==> src/sv/rectangle_overlap_merge_list_defines.svh <==
// assertion helpers for the rectangle list rtl, included by its top module
`ifndef RECTANGLE_OVERLAP_MERGE_LIST_DEFINES_SVH
`define RECTANGLE_OVERLAP_MERGE_LIST_DEFINES_SVH

// same-cycle implication, checked out of reset
`define ROLM_ASSERT_NOW(label, clk, rst_n, ante, cons, msg) \
  label: assert property (@(posedge clk) disable iff (!rst_n) (ante) |-> (cons)) \
    else $error(msg);

// next-cycle implication, checked out of reset
`define ROLM_ASSERT_NEXT(label, clk, rst_n, ante, cons, msg) \
  label: assert property (@(posedge clk) disable iff (!rst_n) (ante) |=> (cons)) \
    else $error(msg);

`endif

==> src/sv/rolm_pkg.sv <==
package rolm_pkg;

  localparam int FIELD_W = 16;
  localparam int IDX_W   = 6;
  localparam int CNT_W   = 7;

  typedef enum logic [1:0] {
    ST_APPEND     = 2'd0,
    ST_MERGE      = 2'd1,
    ST_DROP_EMPTY = 2'd2,
    ST_DROP_FULL  = 2'd3
  } status_e;

  typedef struct packed {
    logic                      start_list;
    logic signed [FIELD_W-1:0] rect_left;
    logic signed [FIELD_W-1:0] rect_top;
    logic signed [FIELD_W-1:0] rect_right;
    logic signed [FIELD_W-1:0] rect_bottom;
  } item_t;

  typedef struct packed {
    status_e                   status;
    logic [IDX_W-1:0]          entry_index;
    logic signed [FIELD_W-1:0] entry_left;
    logic signed [FIELD_W-1:0] entry_top;
    logic signed [FIELD_W-1:0] entry_right;
    logic signed [FIELD_W-1:0] entry_bottom;
    logic [CNT_W-1:0]          entry_count;
  } result_t;

  // controller to datapath
  typedef struct packed {
    logic load;
    logic check;
    logic scan;
    logic append;
  } cmd_t;

  // datapath to controller
  typedef struct packed {
    logic drop_empty;
    logic scan_req;
    logic hit;
    logic last;
  } sts_t;

endpackage

==> src/sv/rolm_ctrl.sv <==
module rolm_ctrl (
  input  logic          clk_i,
  input  logic          rst_ni,
  input  logic          start,
  input  rolm_pkg::sts_t sts_i,
  output rolm_pkg::cmd_t cmd_o,
  output logic          busy
);
  import rolm_pkg::*;

  typedef enum logic [1:0] {
    S_IDLE,
    S_CHECK,
    S_SCAN,
    S_APPEND
  } state_e;

  state_e state_q;

  always_ff @(posedge clk_i or negedge rst_ni) begin
    if (!rst_ni) begin
      state_q <= S_IDLE;
    end else begin
      unique case (state_q)
        S_IDLE: begin
          if (start) state_q <= S_CHECK;
        end
        S_CHECK: begin
          priority if (sts_i.drop_empty) state_q <= S_IDLE;
          else if (sts_i.scan_req)       state_q <= S_SCAN;
          else                           state_q <= S_APPEND;
        end
        S_SCAN: begin
          priority if (sts_i.hit) state_q <= S_IDLE;
          else if (sts_i.last)    state_q <= S_APPEND;
          else                    state_q <= S_SCAN;
        end
        S_APPEND: begin
          state_q <= S_IDLE;
        end
        default: state_q <= S_IDLE;
      endcase
    end
  end

  always_comb begin
    cmd_o        = '0;
    cmd_o.load   = (state_q == S_IDLE) && start;
    cmd_o.check  = (state_q == S_CHECK);
    cmd_o.scan   = (state_q == S_SCAN);
    cmd_o.append = (state_q == S_APPEND);
  end

  assign busy = (state_q != S_IDLE);

endmodule

==> src/sv/rolm_datapath.sv <==
module rolm_datapath #(
  parameter int MAX_ENTRIES = 64,
  parameter int COORD_BITS  = 16
) (
  input  logic              clk_i,
  input  logic              rst_ni,
  input  rolm_pkg::item_t   item_i,
  input  logic              cfg_we_i,
  input  logic              cfg_wdata_i,
  input  rolm_pkg::cmd_t    cmd_i,
  output rolm_pkg::sts_t    sts_o,
  output rolm_pkg::result_t result_o,
  output logic              done_o
);
  import rolm_pkg::*;

  localparam int IW    = $clog2(MAX_ENTRIES);
  localparam int CW    = $clog2(MAX_ENTRIES + 1);
  localparam int BW    = 4 * COORD_BITS;
  localparam int EXT_W = (COORD_BITS > FIELD_W) ? COORD_BITS : FIELD_W;

  typedef logic signed [COORD_BITS-1:0] coord_t;

  function automatic coord_t coord_in(input logic [FIELD_W-1:0] v);
    logic [EXT_W-1:0] ext;
    ext = EXT_W'(v);
    return $signed(ext[COORD_BITS-1:0]);
  endfunction

  // incoming rectangle
  coord_t nl_q, nt_q, nr_q, nb_q;

  logic [CW-1:0] count_q, count_d, cnt_inc;
  logic          merge_en_q;

  // scan pipeline: address issued, then the entry is compared in the following cycle
  logic [CW-1:0] rd_addr_q;
  logic [CW-1:0] cmp_idx_q;
  logic          cmp_vld_q;
  logic [BW-1:0] rdata_q;

  logic [BW-1:0] mem [MAX_ENTRIES];

  logic          wr_en, rd_en;
  logic [IW-1:0] wr_addr;
  logic [BW-1:0] wr_data;

  coord_t  o_l, o_t, o_r, o_b;
  coord_t  u_l, u_t, u_r, u_b;
  logic    empty, overlap, full, hit, last;
  result_t res_d, result_q;
  logic    done_d, done_q;

  assign o_l = $signed(rdata_q[BW-1 -: COORD_BITS]);
  assign o_t = $signed(rdata_q[3*COORD_BITS-1 -: COORD_BITS]);
  assign o_r = $signed(rdata_q[2*COORD_BITS-1 -: COORD_BITS]);
  assign o_b = $signed(rdata_q[COORD_BITS-1:0]);

  assign empty   = (nr_q <= nl_q) || (nb_q <= nt_q);
  assign overlap = !((nr_q < o_l) || (nl_q > o_r) || (nb_q < o_t) || (nt_q > o_b));
  assign hit     = cmp_vld_q && overlap;
  assign last    = cmp_vld_q && (cmp_idx_q == (count_q - CW'(1)));
  assign full    = (count_q >= CW'(MAX_ENTRIES));
  assign cnt_inc = count_q + CW'(1);

  assign u_l = (o_l > nl_q) ? nl_q : o_l;
  assign u_t = (o_t > nt_q) ? nt_q : o_t;
  assign u_r = (o_r < nr_q) ? nr_q : o_r;
  assign u_b = (o_b < nb_q) ? nb_q : o_b;

  always_comb begin
    sts_o            = '0;
    sts_o.drop_empty = merge_en_q && empty;
    sts_o.scan_req   = merge_en_q && (count_q != '0);
    sts_o.hit        = hit;
    sts_o.last       = last;
  end

  assign wr_en   = (cmd_i.scan && hit) || (cmd_i.append && !full);
  assign wr_addr = cmd_i.scan ? cmp_idx_q[IW-1:0] : count_q[IW-1:0];
  assign wr_data = cmd_i.scan ? {u_l, u_t, u_r, u_b} : {nl_q, nt_q, nr_q, nb_q};
  assign rd_en   = cmd_i.scan && !hit;

  always_comb begin
    res_d  = '0;
    done_d = 1'b0;
    count_d = count_q;
    if (cmd_i.load && item_i.start_list) count_d = '0;
    if (cmd_i.check && sts_o.drop_empty) begin
      done_d            = 1'b1;
      res_d.status      = ST_DROP_EMPTY;
      res_d.entry_count = CNT_W'(count_q);
    end
    if (cmd_i.scan && hit) begin
      done_d             = 1'b1;
      res_d.status       = ST_MERGE;
      res_d.entry_index  = IDX_W'(cmp_idx_q);
      res_d.entry_left   = FIELD_W'(u_l);
      res_d.entry_top    = FIELD_W'(u_t);
      res_d.entry_right  = FIELD_W'(u_r);
      res_d.entry_bottom = FIELD_W'(u_b);
      res_d.entry_count  = CNT_W'(count_q);
    end
    if (cmd_i.append) begin
      done_d = 1'b1;
      if (full) begin
        res_d.status      = ST_DROP_FULL;
        res_d.entry_count = CNT_W'(count_q);
      end else begin
        res_d.status       = ST_APPEND;
        res_d.entry_index  = IDX_W'(count_q);
        res_d.entry_left   = FIELD_W'(nl_q);
        res_d.entry_top    = FIELD_W'(nt_q);
        res_d.entry_right  = FIELD_W'(nr_q);
        res_d.entry_bottom = FIELD_W'(nb_q);
        res_d.entry_count  = CNT_W'(cnt_inc);
        count_d            = cnt_inc;
      end
    end
  end

  always_ff @(posedge clk_i or negedge rst_ni) begin
    if (!rst_ni) begin
      count_q    <= '0;
      merge_en_q <= 1'b1;
      rd_addr_q  <= '0;
      cmp_vld_q  <= 1'b0;
      done_q     <= 1'b0;
    end else begin
      count_q <= count_d;
      done_q  <= done_d;
      if (cfg_we_i) merge_en_q <= cfg_wdata_i;
      if (cmd_i.check) begin
        rd_addr_q <= '0;
        cmp_vld_q <= 1'b0;
      end else if (rd_en) begin
        rd_addr_q <= rd_addr_q + CW'(1);
        cmp_vld_q <= (rd_addr_q < count_q);
      end
    end
  end

  always_ff @(posedge clk_i) begin
    if (cmd_i.load) begin
      nl_q <= coord_in($unsigned(item_i.rect_left));
      nt_q <= coord_in($unsigned(item_i.rect_top));
      nr_q <= coord_in($unsigned(item_i.rect_right));
      nb_q <= coord_in($unsigned(item_i.rect_bottom));
    end
    if (rd_en) cmp_idx_q <= rd_addr_q;
    if (done_d) result_q <= res_d;
  end

  // rectangle store, one write and one registered read port
  always_ff @(posedge clk_i) begin
    if (wr_en) mem[wr_addr] <= wr_data;
    if (rd_en) rdata_q <= mem[rd_addr_q[IW-1:0]];
  end

  assign result_o = result_q;
  assign done_o   = done_q;

endmodule

==> src/sv/rectangle_overlap_merge_list.sv <==
// rectangle list with overlap merging. each beat on item_i is taken when start is high and
// busy is low; it carries one rectangle and a start_list flag that empties the list first.
// exactly one result beat follows on result_o, marked by a one-cycle done_o strobe; the
// receiver cannot stall, so the result must be taken in that cycle. with merging on, an empty
// or inverted rectangle is dropped (status 2), otherwise the first stored entry that overlaps
// or touches it grows to the union box (status 1), else it is appended (status 0); a full list
// drops the append (status 3). each beat is checked; with merging on and a non-empty list the
// stored entries are then scanned one entry per cycle through the single read port of the
// rectangle store, and the rectangle is appended if no entry was hit. merge_enable is written
// through cfg_we_i/cfg_wdata_i and resets to 1; the user must write it only while the block is
// idle, which the block itself does not enforce. the store itself is never cleared: only
// entries below the current count are read.
`include "rectangle_overlap_merge_list_defines.svh"

module rectangle_overlap_merge_list #(
  parameter int MAX_ENTRIES = 64,
  parameter int COORD_BITS  = 16
) (
  input  logic              clk_i,
  input  logic              rst_ni,
  input  logic              start,
  output logic              busy,
  input  rolm_pkg::item_t   item_i,
  output rolm_pkg::result_t result_o,
  output logic              done_o,
  input  logic              cfg_we_i,
  input  logic              cfg_wdata_i
);
  import rolm_pkg::*;

  // command and status between sequencer and datapath
  cmd_t cmd;
  sts_t sts;

  // sequencer: check, scan, append steps
  rolm_ctrl u_ctrl (
    .clk_i  (clk_i),
    .rst_ni (rst_ni),
    .start  (start),
    .sts_i  (sts),
    .cmd_o  (cmd),
    .busy   (busy)
  );

  // datapath: rectangle registers, store, compare and union, result register
  rolm_datapath #(
    .MAX_ENTRIES (MAX_ENTRIES),
    .COORD_BITS  (COORD_BITS)
  ) u_datapath (
    .clk_i       (clk_i),
    .rst_ni      (rst_ni),
    .item_i      (item_i),
    .cfg_we_i    (cfg_we_i),
    .cfg_wdata_i (cfg_wdata_i),
    .cmd_i       (cmd),
    .sts_o       (sts),
    .result_o    (result_o),
    .done_o      (done_o)
  );

  // an accepted beat keeps the block busy in the next cycle
  `ROLM_ASSERT_NEXT(a_accept_busy, clk_i, rst_ni, start && !busy, busy, "accepted beat not busy")
  // one result per beat: the strobe never repeats back to back
  `ROLM_ASSERT_NEXT(a_done_single, clk_i, rst_ni, done_o, !done_o, "result strobe repeated")
  // the result goes out only once the sequencer is back to idle
  `ROLM_ASSERT_NOW(a_done_idle, clk_i, rst_ni, done_o, !busy, "result while busy")
  // dropped rectangles report entry zero
  `ROLM_ASSERT_NOW(a_drop_index, clk_i, rst_ni, done_o && (result_o.status == ST_DROP_EMPTY || result_o.status == ST_DROP_FULL), result_o.entry_index == '0, "drop with nonzero index")

endmodule
==> config.mk <==
export PLATFORM = sky130hd
export DESIGN_NAME = rectangle_overlap_merge_list
export DESIGN_NICKNAME = d
export VERILOG_FILES = /design/src/sv/rolm_pkg.sv /design/src/sv/rolm_ctrl.sv /design/src/sv/rolm_datapath.sv /design/src/sv/rectangle_overlap_merge_list.sv
export VERILOG_INCLUDE_DIRS = /design/src /design/src/sv
export SDC_FILE = /design/constraint.sdc
export NUM_CORES = 2
export LEC_CHECK = 0
export ABC_AREA = 0
export BUFFER_PORTS_ARGS = -buffer_cell sky130_fd_sc_hd__clkbuf_2
export CAP_MARGIN = 0
export CORE_MARGIN = 3
export CORE_UTILIZATION = 40
export DETAILED_ROUTE_END_ITERATION = 10
export SYNTH_ARGS = -nofsm -noshare
export SYNTH_HDL_FRONTEND = slang
export SYNTH_SLANG_ARGS = --single-unit
==> constraint.sdc <==
create_clock -name clk_i -period 11.2 [get_ports clk_i]
set_input_delay 0.56 -clock clk_i [delete_from_list [all_inputs] [get_ports clk_i]]
set_output_delay 0.56 -clock clk_i [all_outputs]
set_load 0.05 [all_outputs]
---- Yosys cells after proc, flatten, opt, wreduce, memory -nomap -nowiden ----
Memories as Yosys holds them, arrays and structs flattened. A register that Yosys moved wholly into a read port is not among the register bits.
Cells that the tools add are included.
W data, S select, Z words.
storage, ports and cells
  register bits after elaboration ......... 169
  RAM bits ................................ 4096
  input bits .............................. 70
  output and inout port bits .............. 81
  logic and storage cells ................. 92
  memories ................................ 1
memories
  memory          depth  bits a word  rd ports  clocked after memory_dff  write ports  RTL line             text
  u_datapath.mem  64     64           1         1                         1            rolm_datapath.sv:42  logic [BW-1:0] mem [MAX_ENTRIES];
cells by class
  $add $sub $neg .......................... 3
  $lt $le $gt $ge ......................... 12
  equal/unequal tests ..................... 5
  muxes and demuxes ....................... 31
  reduce and logical (&&, ||, !) cells .... 22
operators with widths
  operator               number
  $mux W79               2
  $mux W70               1
  $gt A16 B16 Y1         4
  $lt A16 B16 Y1         4
  $mux W16               4
  $mux W64               1
  $mux W7                7
  $le A16 B16 Y1         2
  $add A7 B1 Y7 const B  2
  $logic_and A1 B1 Y1    10
  $mux W2                5
  $mux W1                9
  $pmux W2 S4            1
  $eq A7 B7 Y1           1
  $ge A7 B7 Y1 const B   1
  $lt A7 B7 Y1           1
  $reduce_bool A7 Y1     1
  $sub A7 B1 Y7 const B  1
  $mux W6                1
  $logic_or A1 B1 Y1     5
  $eq A2 B2 Y1 const B   2
  $reduce_bool A2 Y1     2
  $logic_not A1 Y1       3
  $eq A2 B1 Y1 const B   1
  2 further kinds        2

---- Logic depth before layout (Yosys ltp) ----
  word-level depth ........................ 10
  mapped depth ............................ 12
  gate-level depth less buffers ........... 10

---- Hierarchy ----
From an unflattened synthesis, not the netlist that was laid out.
unflattened totals
  cell total of the unflattened synthesis .. 7013
  area total of the unflattened synthesis .. 168591.7 um^2
modules (own cells, without submodules)
  module         instances  cells each  area an instance (um^2)
  rolm_datapath  1          7000        168447.8
  rolm_ctrl      1          13          143.9

---- Worst setup path after synthesis ----
Ideal clock, no wire load.
  kind .................................... flip-flop to flip-flop
  start ................................... register u_datapath.nt_q[15]
  end ..................................... memory u_datapath.mem[33][0] (netlist bit) (enable)
  setup time .............................. 565 ps
  arrival time ............................ 6997 ps
  required time ........................... 10635 ps
  path slack .............................. 3639 ps
  cell stages (with the launch flop) ...... 12
  period minus slack after synthesis ...... 7561 ps
  cell sequence ........................... edfxtp_1 ha_1 nand4_2 or4_4 a21oi_2 nor4_1 nor4b_4 and3_1 buf_6 a22oi_4 buf_6 nor3_1
between the ends
  cells in the longest elaborated chain, start to end .. 8
ends and longest elaborated chain
  item                           RTL line              text
  start, declared                rolm_datapath.sv:31   coord_t nl_q, nt_q, nr_q, nb_q;
  start signal, assigned         rolm_datapath.sv:146  nt_q <= coord_in($unsigned(item_i.rect_top));
  $gt A16 B16 Y1                 rolm_datapath.sv:60   assign overlap = !((nr_q < o_l) || (nl_q > o_r) || (nb_q < o_t) || (nt_q > o_b));
  $logic_or A1 B1 Y1             rolm_datapath.sv:60
  $logic_not A1 Y1               rolm_datapath.sv:60
  $logic_and A1 B1 Y1            rolm_datapath.sv:61   assign hit = cmp_vld_q && overlap;
  $logic_and A1 B1 Y1            rolm_datapath.sv:79   assign wr_en = (cmd_i.scan && hit) || (cmd_i.append && !full);
  $logic_or A1 B1 Y1             rolm_datapath.sv:79
  $mux W1                        rolm_datapath.sv:156  if (wr_en) mem[wr_addr] <= wr_data;
  $mux W1 (not written as such)  rolm_datapath.sv:156
  end, declared                  rolm_datapath.sv:42
Every way passes these cells.

---- Worst setup path after layout ----
  start ................................... register u_datapath.rdata_q[23] (read register of u_datapath.mem)
  end ..................................... memory u_datapath.mem[15][30] (netlist bit) (enable)
between the ends
  cells in the longest elaborated chain, start to end .. 10
ends and longest elaborated chain
  item                              RTL line              text
  start, declared                   rolm_datapath.sv:40   logic [BW-1:0] rdata_q;
  $gt A16 B16 Y1                    rolm_datapath.sv:60
  $logic_or A1 B1 Y1 (3 in series)  rolm_datapath.sv:60
  $logic_not A1 Y1                  rolm_datapath.sv:60
  $logic_and A1 B1 Y1               rolm_datapath.sv:61
  $logic_and A1 B1 Y1               rolm_datapath.sv:79
  $logic_or A1 B1 Y1                rolm_datapath.sv:79
  $mux W1                           rolm_datapath.sv:156
  $mux W1 (not written as such)     rolm_datapath.sv:156
Every way passes these cells.

==> results.tsv <==
metric	value	unit
status	finished, final reports clean	
startpoint types	register	
slack of the critical path	5.73	ns
Worst Path Arrival	6.08	ns
register area share after synthesis	77.2	%
Starting Density	40.3	%
Horiz. Die Dim	655	um
first-pass GRT wire length	685000	um
area grow syn2layout	14.5	%
Tcrit/Tclk final	48.8	%
Reg2Reg Capture Point	u_datapath.mem[15][30]	
Chip Height	655	um
Fin. Hold Viols	0	
via/cell ratio	5.97	
HP Class	input pin to register	
ys flop type	edfxtp_1	
vias in the first global route	80600	
grt total ovfl	0	
total power	48.1	mW
core area	418000	sq um
Root Driver	clkbuf_16	
slew margin rel.	14.1	%
Rows	237	
P_leak	59.4	nW
Post-CTS Setup Repair Bufs	0	
most frequent cells after synthesis	edfxtp_1, mux4_2, clkbuf_1	
Synth top area share	76.9	%
Layout Skew	0.0887	ns
PD cells	250	nW/um^2
initial DRC count	10500	
Port Buffers	150	
CTS Hold Bufs	45	
worst slew pin tran	1.29	ns
Peak Freq	183	MHz
r2r setup slk	5.73	ns
count leader, synth	edfxtp_1	
Post-CTS Resized	0	
worst hold path startpoint	item_i[1]	
DRC	0	
Post-synth EDFFs	4310	
Yosys cell types	74	
Mapped Cells	6965	
Setup TNS	0	ns
RSZ-0062 raised after global routing	no	
synth top area cells	edfxtp_1, mux4_2, ha_1	
CTS tree	done	
placer congestion estimate	0.931	
Hold Path End	u_datapath.nb_q[1]	
Final ANT Viol Nets	0	
Vias	81400	
pre-CTS setup slack	5.67	ns
Synth async-reset ratio	0.439	%
Avg Inst Size Synth	24.2	sq um
CP Max Fanout	30	
Final setup viols	0	
Yosys top cell by area	edfxtp_1	
critical path class	register to register	
share of layout cells above drive strength 1	31.9	%
CTS Buf Count	430	
synthesized area	168000	sq um
initial antenna violation count	56	
maximum vdd drop	0.000200	V
largest net degree at the start of global routing	166	
register bit total from synthesis	4329	
hold path depth	1	
H-tree depth	5	
Reg-to-Reg Start	u_datapath.rdata_q[23]	
GRT Total Usage	23.2	%
# IOs	151	
Clock Pin Slew Worst Setup and Hold Paths	0.06	ns
synth warn	0	
clock buffer depth	4	
number of max-cap violations	0	
Nets	7746	
Post-DP HPWL	296000	um
max-slew violation count	0	
FF-to-FF path depth	13	
CP required	11.81	ns
total routed wirelength	500000	um
CTS sink cnt	4329	
die outline area	429000	sq um
worst skew pair latency	1.01	ns
CP endpoint kind	register	
Synthesized Nets	7201	
wire per inst	36.6	um
min Tclk post-route	5.47	ns
first-pass iteration count of the detailed router	8	
==> report_power, final <==
group | total (mW) | internal (mW) | leakage, nW | switching (mW)
sequential | 20.6 | 20.2 | 39.1 | 0.464
combinational | 13.4 | 5.07 | 13.7 | 8.33
clock | 14.1 | 7.93 | 6.65 | 6.15
==> how the worst max path moves through the flow <==
stage / from / endpoint
finish: u_datapath.rdata_q[23] / u_datapath.mem[15][30]
CTS: u_datapath.rdata_q[49] / u_datapath.mem[12][28]
global placement: u_datapath.rdata_q[23] / u_datapath.mem[15][29]
floorplan: u_datapath.nt_q[15] / u_datapath.mem[33][0]
global route: u_datapath.rdata_q[49] / u_datapath.mem[5][47]
detailed placement: u_datapath.rdata_q[49] / u_datapath.mem[12][24]
==> cell families after synthesis <==
group / Yosys count / share of synthesized area, %
DFF: 4329 / 77.2
muxes: 1415 / 18.4
buffers and inverters: 489 / 1.12
AOI/OAI and AO/OA: 278 / 1.20
and+or+nand+nor: 277 / 0.824
adders and majority gates: 166 / 1.23
xor gates and xnor gates: 11 / 0.0572
==> critical path: stages, from the launching register on <==
cell and delay (ns):
edfxtp_1 0.41, inv_1 0.19, ha_1 0.28, a21oi_1 0.16
o21ai_0 0.13, a211o_1 0.31, or3b_2 0.51, a211oi_1 0.34
nand3_1 0.12, buf_4 0.28, a21o_1 0.38, nor2_4 0.83
buf_4 0.49, buf_4 0.55
==> placed cells by master (no fill, tap or decap), types with 13 or more instances in the layout <==
master / n
a21oi_1: 59
nor3_1: 14
o21ai_0: 35
ha_1: 166
buf_4: 238
a22o_1: 44
inv_1: 152
edfxtp_1: 4310
diode_2: 278
buf_12: 13
clkbuf_16: 432
dfrtp_1: 13
nand4_1: 23
nor2_1: 25
mux2i_4: 62
a31oi_1: 13
bufinv_16: 36
nand2_1: 61
clkinv_1: 100
clkbuf_1: 92
clkinv_2: 82
inv_6: 15
nor2b_1: 13
nor2_4: 52
dlygate4sd3_1: 45
nand3_1: 26
mux4_2: 1344
clkbuf_2: 150
a21o_1: 24
clkinvlp_4: 13
==> state kept, by name, indices dropped and copies added (netlist names) <==
signal / flops
u_datapath.mem: 4096
u_datapath.result_o: 79
u_datapath.rdata_q: 64
u_datapath.nb_q: 16
u_datapath.nl_q: 16
u_datapath.nr_q: 16
u_datapath.nt_q: 16
u_datapath.cmp_idx_q: 7
u_datapath.count_q: 7
u_datapath.rd_addr_q: 7
u_ctrl.state_q: 2
u_datapath.cmp_vld_q: 1
u_datapath.done_o: 1
u_datapath.merge_en_q: 1
==> per-layer routing <==
metal	GRT usage (%)	wire length, um	vias to the layer above
met5	0	58	-
met4	12.5	29400	8
met3	3.44	36300	797
met2	36.2	239000	3953
met1	31.6	195000	45000
li1	-	-	31600
==> through the flow <==
step	cell area [sq um]	hold WS [ns]	instances	util [%]
6_report	193000	0.119	13600	46.2
5_1_grt	193000	0.0683	13600	46.1
4_1_cts	192000	0.0263	13400	46.0
3_5_place_dp	178000	0.508	12500	42.6
3_3_place_gp	178000	0.501	12500	42.6
2_1_floorplan	168000	0.264	6965	-
==> cell type report <==
type,count,area [sq um]
fillers,34100,225000
diodes,278,696
multi-input cells,2147,37900
flip-flops and latches,4329,130000
well taps,5497,6880
clock inverters,263,2470
clock buffers,524,11200
repair buffers,446,3250
inverters,156,598
Note: power is estimated with default switching activity, not from simulation.
